===== config.mk =====
export PLATFORM = sky130hd
export DESIGN_NAME = lots_ctrl
export DESIGN_NICKNAME = d
export VERILOG_FILES = /design/src/rtl/lots_pkg.sv /design/src/rtl/lots_ctrl.sv
export SDC_FILE = /design/constraint.sdc
export NUM_CORES = 1
export LEC_CHECK = 0
export BUFFER_PORTS_ARGS = -buffer_cell sky130_fd_sc_hd__buf_4
export CELL_PAD_IN_SITES_DETAIL_PLACEMENT = 0
export CELL_PAD_IN_SITES_GLOBAL_PLACEMENT = 1
export CORE_MARGIN = 3
export CORE_UTILIZATION = 34
export CTS_BUF_LIST = sky130_fd_sc_hd__clkbuf_16
export CTS_CLUSTER_SIZE = 24
export DETAILED_ROUTE_END_ITERATION = 7
export PLACE_DENSITY = 0.79
export SYNTH_ARGS = -nofsm -noshare
export SYNTH_HDL_FRONTEND = slang
export SYNTH_SLANG_ARGS = --single-unit

===== constraint.sdc =====
create_clock -name clk -period 3.1 [get_ports clk]
set_clock_uncertainty 0.15 [all_clocks]
set_input_delay 0.31 -clock clk [delete_from_list [all_inputs] [get_ports clk]]
set_output_delay 0.31 -clock clk [all_outputs]
set_load 0.01 [all_outputs]

===== src/rtl/lots_pkg.sv =====
// Shared types, constants and command/status structs for the letter order sorter.
package lots_pkg;
  localparam int Alphabet     = 26;
  localparam int MaxWordsDef  = 128;
  localparam int MaxWordLenDef = 32;

  localparam logic [1:0] STATUS_OK       = 2'd0;
  localparam logic [1:0] STATUS_IMPOSS   = 2'd1;
  localparam logic [1:0] STATUS_OVERFLOW = 2'd2;

  typedef struct packed {
    logic load;        // store the input item
    logic cmp_start;   // load pair compare for (wi, wj)
    logic cmp_step;    // advance position in pair compare
    logic mem_rd;      // read both letters at position
    logic srch_init;   // reset search pointers
    logic srch_step;   // do one search step
    logic emit_pop;    // advance emit pointer
    logic clear_step;  // clear one row of matrix and marks
    logic clear_run;   // reset counters
  } lots_cmd_t;

  typedef struct packed {
    logic overflow;
    logic pairs_done;  // no more pairs
    logic cmp_done;    // current pair resolved
    logic prefix_bad;  // prefix violation
    logic srch_done;
    logic srch_cycle;
    logic emit_last;
    logic clear_done;
  } lots_sts_t;
endpackage


===== src/rtl/lots_ctrl.sv =====
// Controller state machine sequencing load, compare, search, emit and clear.
module lots_ctrl (
  input  logic                clk,
  input  logic                rst,
  input  logic                in_valid,
  input  logic                in_list_end,
  output logic                in_ready,
  output logic                out_valid,
  input  logic                out_ready,
  output logic [1:0]          out_status,
  output logic                out_last_sel,
  output lots_pkg::lots_cmd_t cmd,
  input  lots_pkg::lots_sts_t sts
);
  localparam logic [3:0] S_LOAD   = 4'd0;
  localparam logic [3:0] S_PAIR   = 4'd1;
  localparam logic [3:0] S_RD     = 4'd2;
  localparam logic [3:0] S_CHK    = 4'd3;
  localparam logic [3:0] S_NEXT   = 4'd4;
  localparam logic [3:0] S_SINIT  = 4'd5;
  localparam logic [3:0] S_SRCH   = 4'd6;
  localparam logic [3:0] S_EMIT   = 4'd7;
  localparam logic [3:0] S_ONE    = 4'd8;
  localparam logic [3:0] S_CLEAR  = 4'd9;
  localparam logic [3:0] S_LEN    = 4'd10;

  logic [3:0] state, state_next;
  logic [1:0] stat, stat_next;

  always_comb begin
    state_next = state;
    stat_next  = stat;
    cmd        = '0;
    in_ready   = 1'b0;
    out_valid  = 1'b0;
    out_last_sel = 1'b0;
    unique case (state)
      S_LOAD: begin
        in_ready = 1'b1;
        cmd.load = in_valid;
        if (in_valid && in_list_end) state_next = S_PAIR;
      end
      S_PAIR: begin
        if (sts.overflow) begin
          stat_next = lots_pkg::STATUS_OVERFLOW;
          state_next = S_ONE;
        end else if (sts.prefix_bad) begin
          stat_next = lots_pkg::STATUS_IMPOSS;
          state_next = S_ONE;
        end else if (sts.pairs_done) begin
          state_next = S_SINIT;
        end else begin
          state_next = S_LEN;
        end
      end
      S_LEN: begin
        // word lengths of the pair are readable now
        cmd.cmp_start = 1'b1;
        state_next = S_RD;
      end
      S_RD: begin
        cmd.mem_rd = 1'b1;
        state_next = S_CHK;
      end
      S_CHK: begin
        cmd.cmp_step = 1'b1;
        state_next = S_NEXT;
      end
      S_NEXT: begin
        if (sts.cmp_done) state_next = S_PAIR;
        else state_next = S_RD;
      end
      S_SINIT: begin
        cmd.srch_init = 1'b1;
        state_next = S_SRCH;
      end
      S_SRCH: begin
        if (sts.srch_cycle) begin
          stat_next = lots_pkg::STATUS_IMPOSS;
          state_next = S_ONE;
        end else if (sts.srch_done) begin
          stat_next = lots_pkg::STATUS_OK;
          state_next = S_EMIT;
        end else begin
          cmd.srch_step = 1'b1;
        end
      end
      S_EMIT: begin
        out_valid = 1'b1;
        out_last_sel = sts.emit_last;
        if (out_ready) begin
          cmd.emit_pop = 1'b1;
          if (sts.emit_last) state_next = S_CLEAR;
        end
      end
      S_ONE: begin
        out_valid = 1'b1;
        out_last_sel = 1'b1;
        if (out_ready) state_next = S_CLEAR;
      end
      S_CLEAR: begin
        cmd.clear_step = 1'b1;
        if (sts.clear_done) begin
          cmd.clear_run = 1'b1;
          state_next = S_LOAD;
        end
      end
      default: state_next = S_LOAD;
    endcase
  end

  assign out_status = stat;

  always_ff @(posedge clk) begin
    if (rst) begin
      state <= S_LOAD;
      stat  <= lots_pkg::STATUS_OK;
    end else begin
      state <= state_next;
      stat  <= stat_next;
    end
  end
endmodule


* Word-level counts from Yosys, hierarchy flattened
Index checks and enable logic that the tools add are counted.
Word-level totals: input port bits 13, register bits after elaboration 6, word-level logic and storage cells 57, output and inout bits 14
Cells by class: mux-type cells 32, equal/unequal tests 17, reduce and logical (&&, ||, !) cells 6
Operators by type and width (number):
- $pmux W4 S11 | 1
- $mux W4 | 10
- $eq A4 B3 Y1 const B | 4
- $mux W1 | 13
- $eq A4 B4 Y1 const B | 3
- $mux W2 | 6
- $ne A2 B2 Y1 const B | 5
- $eq A4 B2 Y1 const B | 2
- $ne A3 B3 Y1 const B | 2
- $reduce_and A6 Y1 | 1
- $eq A4 B1 Y1 const B | 1
- $logic_not A4 Y1 | 1
- $pmux W2 S2 | 1
- $reduce_and A3 Y1 | 1
- $pmux W1 S2 | 1
- $reduce_bool A2 Y1 | 1
- $reduce_or A2 Y1 | 1
- $logic_and A1 B1 Y1 | 1

* Logic depth before layout (Yosys ltp)
Gate-level depths: netlist of run 1.
depth in word-level cells 4, gate-level depth with buffers 6, gate-level depth less buffers 4

* Least setup slack after synthesis of run 1
OpenSTA, ideal clock, no wires.
path type flip-flop to flip-flop, start point reg state[0], end point reg state[3], path slack 1.174 ns, period minus slack after synthesis 1.926 ns, required time 2.827 ns, setup time 0.123 ns, buffers on the path 0, data arrival time 1.653 ns, cell stages (with the launch flop) 5, cells stage by stage dfxtp_1 > or4b_2 > a21oi_1 > or4_4 > mux2_1
On the way: longest elaborated chain between the ends 3, elaborated cells on any way between the ends 19, those cells by class 16 x eq/ne; 1 x mux; 2 x reduce/logical
Ends and longest elaborated chain:
- start, declared | RTL line lots_ctrl.sv:27 | logic [3:0] state, state_next;
- start signal, assigned | RTL line lots_ctrl.sv:119 | state <= state_next;
- $eq A4 B3 Y1 (tied with other cells) | RTL line lots_ctrl.sv:37 | unique case (state)
- $ne A3 B3 Y1 (no line) / $ne A2 B2 Y1 (equally long branches)
- $reduce_and A6 Y1 (no line)
Parallel ways exist; a longest one is shown, timed or not. A chain may end at the register's enable or synchronous reset.

==> impl_metrics.json, run 1 <==
{
  "powerDensity_nw_per_um2": 727.3,
  "multi_input_area_um2": 481.7,
  "tightest_slew_ns": 0.7653,
  "yosysTopAreaCell": "dfxtp_1",
  "postCtsSetupBuffers": 0,
  "track_usage_pct": 16.76,
  "ant_nets": 0,
  "vias_per_cell": 5.401,
  "worst_path_max_delay_cell": "dfxtp_1",
  "grt_overflow": 0,
  "clockBufferDepth": 2,
  "crit_required_ns": 2.64,
  "timing.critical_path.buf_inv": 1,
  "dp_hpwl_um": 1404,
  "fillers": 187,
  "max_stage_delay_ns": 0.73,
  "drt_iter0_markers": 15,
  "totalWireLength_um": 1825,
  "synth_top_cell_area_share_pct": 18.46,
  "cts_tree": "done",
  "synthTopCellsByArea": "dfxtp_1 18%, nand2b_1 5.8%, a21oi_1 5.4%, o31ai_1 4.6%, nor2_1 4.0%",
  "finalNetCount": 127,
  "clkSinkCount": 6,
  "drv_slew": 0,
  "grt_pass1_wl_um": 3277,
  "fp.dieW_um": 49.75,
  "cts_buffers": 3,
  "arrival_ns": 1.89,
  "grt_pass1_vias": 727,
  "period_minus_slack_ns": 2.355,
  "root_buffer": "clkbuf_16",
  "io_buffer_count": 26,
  "timing.fmax_ghz": 0.4247,
  "cap_violations": 0,
  "hold_class": "primary input to flop",
  "grt_max_degree": 24,
  "finalHoldViolations": 0,
  "irDropWorstVdd_mv": 0.6016,
  "ys_types": 39,
  "criticalPathCategory": "flop to primary output",
  "yosysSeqAreaShare_pct": 18.46,
  "drt-wirelength-per-cell_um": 13.32,
  "die_y_um": 49.75,
  "netlist_area_um2": 650.6,
  "slew_headroom_pct": 48.26,
  "top_level_ports": 27,
  "synth_cells": 89,
  "drive_above_1_share_pct": 31.25,
  "route.detailed.drc": 0,
  "worst_setup_path_start_kind": "flop",
  "yosys_register_bits": 6,
  "cts.clk_slew.worst_paths_ns": 0.03,
  "worstPathCellList": "nand2_1, nor4_2, buf_4",
  "yosys_warnings": 0,
  "start_util_pct": 36.88,
  "min_period_over_period_pct": 75.95,
  "coreArea_um2": 1764,
  "rsz0062_at_grt": "no",
  "crit_fanout": 23,
  "diodes": 0,
  "clkLatencyLatePin_ns": 0.23,
  "cp_top_family": "flip-flops",
  "antenna_found_initial": 0,
  "vias": 740,
  "endpoint_kind": "primary output",
  "fp-row-count": 15,
  "dieArea_um2": 2475,
  "power_w": 0.0006734,
  "hold_buffers": 0,
  "dr.pass1.iters": 4,
  "seq_area_um2": 120.1,
  "h-tree-depth": 1,
  "setup_violations": 0,
  "tns_ns": 0,
  "area_growth_pct": 42.31,
  "place.gp.congestion": 0.8121,
  "status": "finished clean",
  "syn_area_per_cell_um2": 7.310,
  "p_leak_nw": 0.4173,
  "cts_resized": 0,
  "syn_nets": 102
}
cells in the mapped netlist:
cell type  instances
a2111oi_1          1
a211oi_1           1
a21oi_1            7
a22o_1             1
a32o_1             1
and2_1             4
and3_1             3
and3b_1            1
buf_1              1
buf_2              3
buf_4              1
clkbuf_1           2
dfxtp_1            6
inv_1              4
mux2_1             1
mux2i_1            1
nand2_1            3
nand2b_1           6
nand4b_1           1
nor2_1             7
nor2b_1            2
nor3_1             5
nor3b_1            2
nor4_1             1
nor4_2             1
nor4b_1            1
o211a_1            1
o21ai_0            5
o22ai_1            1
o31ai_1            4
o41ai_1            2
or2_1              1
or3b_2             1
or4_1              1
or4_4              1
or4b_1             1
or4b_2             2
or4bb_1            1
xor2_1             1
path summary, 6_finish.rpt:
kind	from	slack, ns	cells after the start	endpoint
max reg2reg	state[2]	0.81	4	state[3]
max	state[2]	0.75	3	cmd[3]
min reg2reg	out_status[0]	0.32	2	out_status[0]
min	rst	0.16	2	out_status[1]
cell usage in the layout (no fill, tap or decap), types with 2 or more instances in the layout:
master / Yosys / final
nand2_1: 3 / 3
buf_4: 1 / 27
a21oi_1: 7 / 7
nor3_1: 5 / 5
nor2b_1: 2 / 2
nor2_1: 7 / 7
o41ai_1: 2 / 2
inv_1: 4 / 4
o31ai_1: 4 / 4
nand2b_1: 6 / 6
nor3b_1: 2 / 2
dfxtp_1: 6 / 6
o21ai_0: 5 / 5
or4b_2: 2 / 2
and2_1: 4 / 4
clkbuf_16: 0 / 3
and3_1: 3 / 3
final cells by class:
cell class	instances	area share, %
inverter	4	1.622
multi-input combinational	72	52.03
sequential	6	12.97
tap	25	3.378
clock buffer	3	8.108
timing repair buffer	27	21.89
report_power, final:
part	internal, W	switching, W
combinational	0.000155	0.000175
sequential	0.0000982	0.0000366
clock	0.000165	0.0000429
total	0.000419	0.000254
logic make-up (layout without fill, tap and decap cells):
| family | count (synthesis) | after routing | synth area share (%) |
|---|---|---|---|
| AND/OR/NAND/NOR | 45 | 45 | 44.81 |
| AO/OA/AOI/OAI | 24 | 24 | 24.62 |
| buffers and inverters | 11 | 34 | 7.499 |
| flip-flops | 6 | 6 | 18.46 |
| multiplexers | 2 | 2 | 3.269 |
| XOR/XNOR | 1 | 1 | 1.346 |
flip-flops by register name, indices dropped and copies added, names as in the netlist:
name / flops
state: 4
out_status: 2
routing by layer:
| metal | up-vias | track usage (%) | part of all wire (%) |
|---|---|---|---|
| met5 | - | 0 | 0 |
| met4 | 0 | 4.147 | 0.77 |
| met3 | 3 | 3.625 | 5.6 |
| met2 | 27 | 29.07 | 49 |
| met1 | 329 | 20.77 | 45 |
| li1 | 381 | - | - |
through the flow:
stage	instance area (um2)	worst slack [ns]	hold WS [ns]	utilization [%]	cells
2_1_floorplan	650.6	1.174	0.2291	-	89
3_3_place_gp	850.8	0.8551	0.3050	48.23	134
3_5_place_dp	850.8	0.8315	0.3213	48.23	134
4_1_cts	925.9	0.7712	0.1603	52.48	137
5_1_grt	925.9	0.5967	0.1705	52.48	137
6_report	925.9	0.7455	0.1615	52.48	137
(Power assumes the default switching activity.)
==> inputs of run 2 (changes only) <==
Settings changed: CORE_UTILIZATION 34 to 29, PLACE_DENSITY 0.79 to 0.71.
Clock period 3.1 ns to 2 ns, I/O delays scaled along.
==> impl_metrics.json, run 2 (same netlist as run 1, synthesis figures left out) <==
{
  "switchingPower_w": 0.0004220,
  "io_buffer_count": 26,
  "cts.clk_slew.worst_paths_ns": 0.03,
  "status": "finished clean",
  "period_minus_slack_ns": 1.964,
  "ant_nets": 0,
  "r2r_start": "state[1]",
  "finalNetCount": 139,
  "antenna_found_initial": 0,
  "slew_headroom_pct": 66.95,
  "largest_reg_flops": 4,
  "min_delay_path_depth": 2,
  "final_cell_mix": "39 x buf_4, 7 x nor2_1, 6 x nand2b_1",
  "hold_buffers": 0,
  "hold_class": "primary input to flop",
  "clkLatencyLatePin_ns": 0.22,
  "track_usage_pct": 14.97,
  "seqPwrFrac_pct": 16.2,
  "cts_tree": "done",
  "coreArea_um2": 2042,
  "tightest_slew_ns": 0.4894,
  "arrival_ns": 1.92,
  "drive_above_1_share_pct": 41.13,
  "irDropWorstVdd_mv": 0.5354,
  "p_int_w": 0.0007519,
  "worst_setup_path_start_kind": "flop",
  "drt_iter0_markers": 24,
  "powerDensity_nw_per_um2": 1133,
  "criticalPathCategory": "flop to flop",
  "dr.pass1.iters": 4,
  "cap_violations": 0,
  "crit_fanout": 6,
  "area_growth_pct": 59.23,
  "totalWireLength_um": 2108,
  "cts_buffers": 3,
  "grt_pass1_vias": 741,
  "route.detailed.drc": 0,
  "place.gp.congestion": 0.8561,
  "p_sw_share_pct": 35.95,
  "top_level_ports": 27,
  "rsz0062_at_grt": "no",
  "crit_start": "state[1]",
  "dieArea_um2": 2848,
  "root_buffer": "clkbuf_16",
  "vias": 827,
  "rrSetupSlack_ns": 0.04,
  "setup_violations": 0,
  "vias_per_cell": 5.477,
  "clock_power_share_pct": 26.9,
  "fp.dieW_um": 53.37,
  "regMostFlops": "state",
  "worstHoldStart": "rst",
  "h-tree-depth": 1,
  "start_util_pct": 31.86,
  "place_area_um2": 943.4,
  "drv_slew": 0,
  "tns_ns": 0,
  "worstRegToRegCells": 4,
  "grt_pass1_wl_um": 3146,
  "fillers": 206,
  "crit_required_ns": 1.95,
  "min_period_over_period_pct": 98.21,
  "grt_overflow": 0,
  "timing.fmax_ghz": 0.5091,
  "die_y_um": 53.37,
  "grt_max_degree": 16,
  "drt-wirelength-per-cell_um": 13.96,
  "combPwrFrac_pct": 56.9,
  "final_common_cell": "buf_4",
  "endpoint_kind": "flop",
  "finalHoldViolations": 0,
  "clkSinkCount": 6,
  "final_util_pct": 50.74,
  "fp-row-count": 16,
  "dp_hpwl_um": 1657,
  "diodes": 0,
  "p_leak_nw": 0.4834,
  "clockBufferDepth": 2,
  "postLayoutCellArea_um2": 1036
}
-- run 2: worst paths after layout --
path,endpoint
min reg2reg,out_status[0]
max reg2reg,state[3]
max,state[3]
min,out_status[0]
-- run 2: area by class of cell --
class                   instances  area, um2  area share [%]
clock buffers                   3      75.07           7.246
inverters                       4      15.01           1.449
multi-input cells              72      498.0           48.07
flip-flops and latches          6      121.4           11.71
well taps                      27      33.78           3.261
repair buffers                 39      292.8           28.26
-- run 2: power by group through the flow --
stage          registers [W]  clock network, W  logic (W)
3_3_place_gp        0.000184                 0   0.000645
4_1_cts             0.000187          0.000320   0.000651
5_1_grt             0.000197          0.000330   0.000724
3_5_place_dp        0.000187                 0   0.000640
2_1_floorplan       0.000178                 0   0.000378
6_report            0.000191          0.000316   0.000667
-- run 2: metal layers --
| layer | global-route usage (%) | vias up | routed length (um) |
|---|---|---|---|
| met5 | 0 | - | 0 |
| met4 | 9.362 | 0 | 41 |
| met3 | 1.972 | 4 | 132 |
| met1 | 17.80 | 382 | 893 |
| li1 | - | 406 | - |
| met2 | 24.90 | 35 | 1040 |
-- run 2: worst max-delay path, stage by stage, from the launching register on --
cell and delay (ns):
dfxtp_1 0.35, or4b_2 0.70, a21oi_2 0.18, or4_4 0.15
mux2_1 0.31
-- run 2: metrics by stage --
stage               std cells  power [W]  hold slack, ns  setup slack [ns]
floorplan                  89  0.0005554          0.1191           0.07356
global placement          148  0.0008286          0.2759           0.06802
detailed placement        148  0.0008275          0.2776          0.004803
CTS                       151   0.001158         0.04551           0.01382
global route              151   0.001251         0.05924         0.0001035
finish                    151   0.001174         0.05065           0.03578
-- run 2: timing repair --
action	4_1_cts	5_1_grt
setup buffers	0	0
setup endpoints to repair	1	1
pin swaps	0	1
endpoints found under the hold margin	0	0
gates resized for setup	2	3
==> inputs of run 3 (changes only) <==
Settings changed: ABC_AREA set to 1, CORE_UTILIZATION 29 to 26.
==> impl_metrics.json, run 3 <==
{
  "cts_buffers": 3,
  "cts.clk_slew.worst_paths_ns": 0.03,
  "rsz0062_at_grt": "no",
  "clockBufferDepth": 2,
  "clkLatencyLatePin_ns": 0.23,
  "finalNetCount": 159,
  "route.detailed.drc": 0,
  "root_buffer": "clkbuf_16",
  "hold_class": "primary input to flop",
  "largest_reg_flops": 4,
  "io_buffer_count": 26,
  "powerDensity_nw_per_um2": 1067,
  "status": "finished clean",
  "worstHoldStart": "rst",
  "setup_violations": 0,
  "syn_area_per_cell_um2": 5.331,
  "hold_buffers": 0,
  "combPwrFrac_pct": 48.3,
  "rr_endpoint": "state[3]",
  "yosysTopAreaCell": "dfxtp_1",
  "synth-edff-count": 0,
  "h-tree-depth": 1,
  "totalWireLength_um": 1806,
  "clkSinkCount": 6,
  "min_period_over_period_pct": 87.86,
  "area_growth_pct": 49.59,
  "ys.flop_type": "dfxtp_1",
  "drv_slew": 0,
  "switchingPower_w": 0.0003826,
  "worstRegToRegCells": 7,
  "finalHoldViolations": 0,
  "multi_input_area_um2": 425.4,
  "final_common_cell": "nand2_1",
  "cts_tree": "done",
  "endpoint_kind": "primary output",
  "antenna_found_initial": 0,
  "tightest_slew_ns": 0.4019,
  "diodes": 0,
  "die_y_um": 54.56,
  "yosys_warnings": 0,
  "drt_iter0_markers": 22,
  "grt_overflow": 0,
  "regMostFlops": "state",
  "drive_above_1_share_pct": 27.78,
  "holdPathEnd": "state[0]",
  "start_util_pct": 29.17,
  "seq_area_um2": 120.1,
  "min_delay_path_depth": 2,
  "worst_setup_path_start_kind": "flop",
  "dp_hpwl_um": 1571,
  "crit_start": "state[0]",
  "syn_nets": 128,
  "criticalPathCategory": "flop to primary output",
  "slew_headroom_pct": 73.11,
  "synth_cells": 115,
  "synth_top_cell_area_share_pct": 19.59,
  "p_sw_share_pct": 39.09,
  "cts_resized": 0,
  "top_level_ports": 27,
  "p_int_w": 0.0005961,
  "vias_per_cell": 4.509,
  "rrSetupSlack_ns": 0.45,
  "fillers": 237,
  "drt-wirelength-per-cell_um": 10.56,
  "postSynth.asyncResetShare_pct": 0,
  "final_cell_mix": "29 x nand2_1, 26 x buf_4, 23 x nor2_1, 16 x inv_1, 15 x nand3_1",
  "p_leak_nw": 0.5136,
  "dieArea_um2": 2977,
  "whs_ns": 0.02604,
  "yosysSeqAreaShare_pct": 19.59,
  "crit_fanout": 7,
  "r2r_start": "state[0]",
  "place.gp.congestion": 0.8260,
  "fp-row-count": 16,
  "synth_common_cells": "29 x nand2_1, 23 x nor2_1, 16 x inv_1",
  "period_minus_slack_ns": 1.757,
  "netlist_area_um2": 613.1,
  "postCtsSetupBuffers": 0,
  "ant_nets": 0,
  "vias": 771,
  "irDropWorstVdd_mv": 0.6557,
  "fp.dieW_um": 54.56,
  "grt_pass1_wl_um": 3049,
  "grt_pass1_vias": 730,
  "seqPwrFrac_pct": 18.9,
  "grt_max_degree": 8,
  "dr.pass1.iters": 4,
  "arrival_ns": 1.41,
  "timing.fmax_ghz": 0.5691,
  "crit_required_ns": 1.65,
  "coreArea_um2": 2102,
  "synthTopCellsByArea": "dfxtp_1 20%, nand2_1 18%, nor2_1 14%, nand3_1 12%, inv_1 9.8%",
  "yosys_register_bits": 6,
  "ys_types": 15,
  "cap_violations": 0,
  "power_w": 0.0009786,
  "track_usage_pct": 13.92,
  "synth_most_common_cell": "nand2_1",
  "tns_ns": 0,
  "clock_power_share_pct": 32.8
}
## run 3: changes by cell type after synthesis, moves of 4 or more
cell      previous run  this run
inv_1                4        16
o31ai_1              4         0
nor2_2               0         4
nand2_1              3        29
nand2b_1             6         0
nor2_1               7        23
and2_1               4         0
nand3_1              0        15
## run 3: per-layer routing
| layer | vias to the layer above | global-route usage (%) | wire length [um] |
|---|---|---|---|
| met1 | 334 | 18.83 | 831 |
| met5 | - | 0 | 0 |
| li1 | 421 | - | - |
| met3 | 0 | 2.725 | 88 |
| met4 | 0 | 3.734 | 0 |
| met2 | 16 | 22.31 | 886 |
## run 3: power by group through the flow
stage	logic, W	clock network (W)	registers [W]
floorplan	0.000317	0	0.000183
global placement	0.000480	0	0.000185
detailed placement	0.000473	0	0.000185
CTS	0.000476	0.000331	0.000183
global route	0.000537	0.000334	0.000190
finish	0.000472	0.000321	0.000185
## run 3: area by class of cell
type | instances | share of cell area (%)
multi-input cells | 91 | 46.38
repair buffers | 26 | 21.28
flip-flops and latches | 6 | 13.10
clock buffers | 3 | 8.186
inverters | 18 | 7.367
well taps | 27 | 3.683
## run 3: worst max-delay path by stage
stage                        end  slack, ns
finish                 out_valid       0.24
floorplan           out_last_sel       0.65
global placement        state[1]       0.44
CTS                    out_valid       0.25
detailed placement      state[3]       0.46
global route           out_valid       0.14
## run 3: cell families (layout without fill, tap and decap cells)
logic type | Yosys count | count (layout) | synth area share [%]
AOI/OAI and AO/OA | 9 | 9 | 7.346
and+or+nand+nor | 82 | 82 | 62.04
buffers and inverters | 18 | 47 | 11.02
DFF | 6 | 6 | 19.59
## run 3: worst max-delay path, cell delays in order, from the launching register on
cell and delay [ns]:
dfxtp_1 0.36, nor2_1 0.36, inv_1 0.13, nor2_1 0.11, nor2_1 0.06, inv_1 0.05, buf_4 0.11
## run 3: metrics by stage
stage / util, % / setup WS, ns / std cells / area (um2)
after floorplan: - / 0.6459 / 115 / 613.1
after global placement: 40.06 / 0.4350 / 168 / 842.1
after detailed placement: 40.06 / 0.4643 / 168 / 842.1
after CTS: 43.63 / 0.2530 / 171 / 917.1
after global routing: 43.63 / 0.1440 / 171 / 917.1
final: 43.63 / 0.2427 / 171 / 917.1
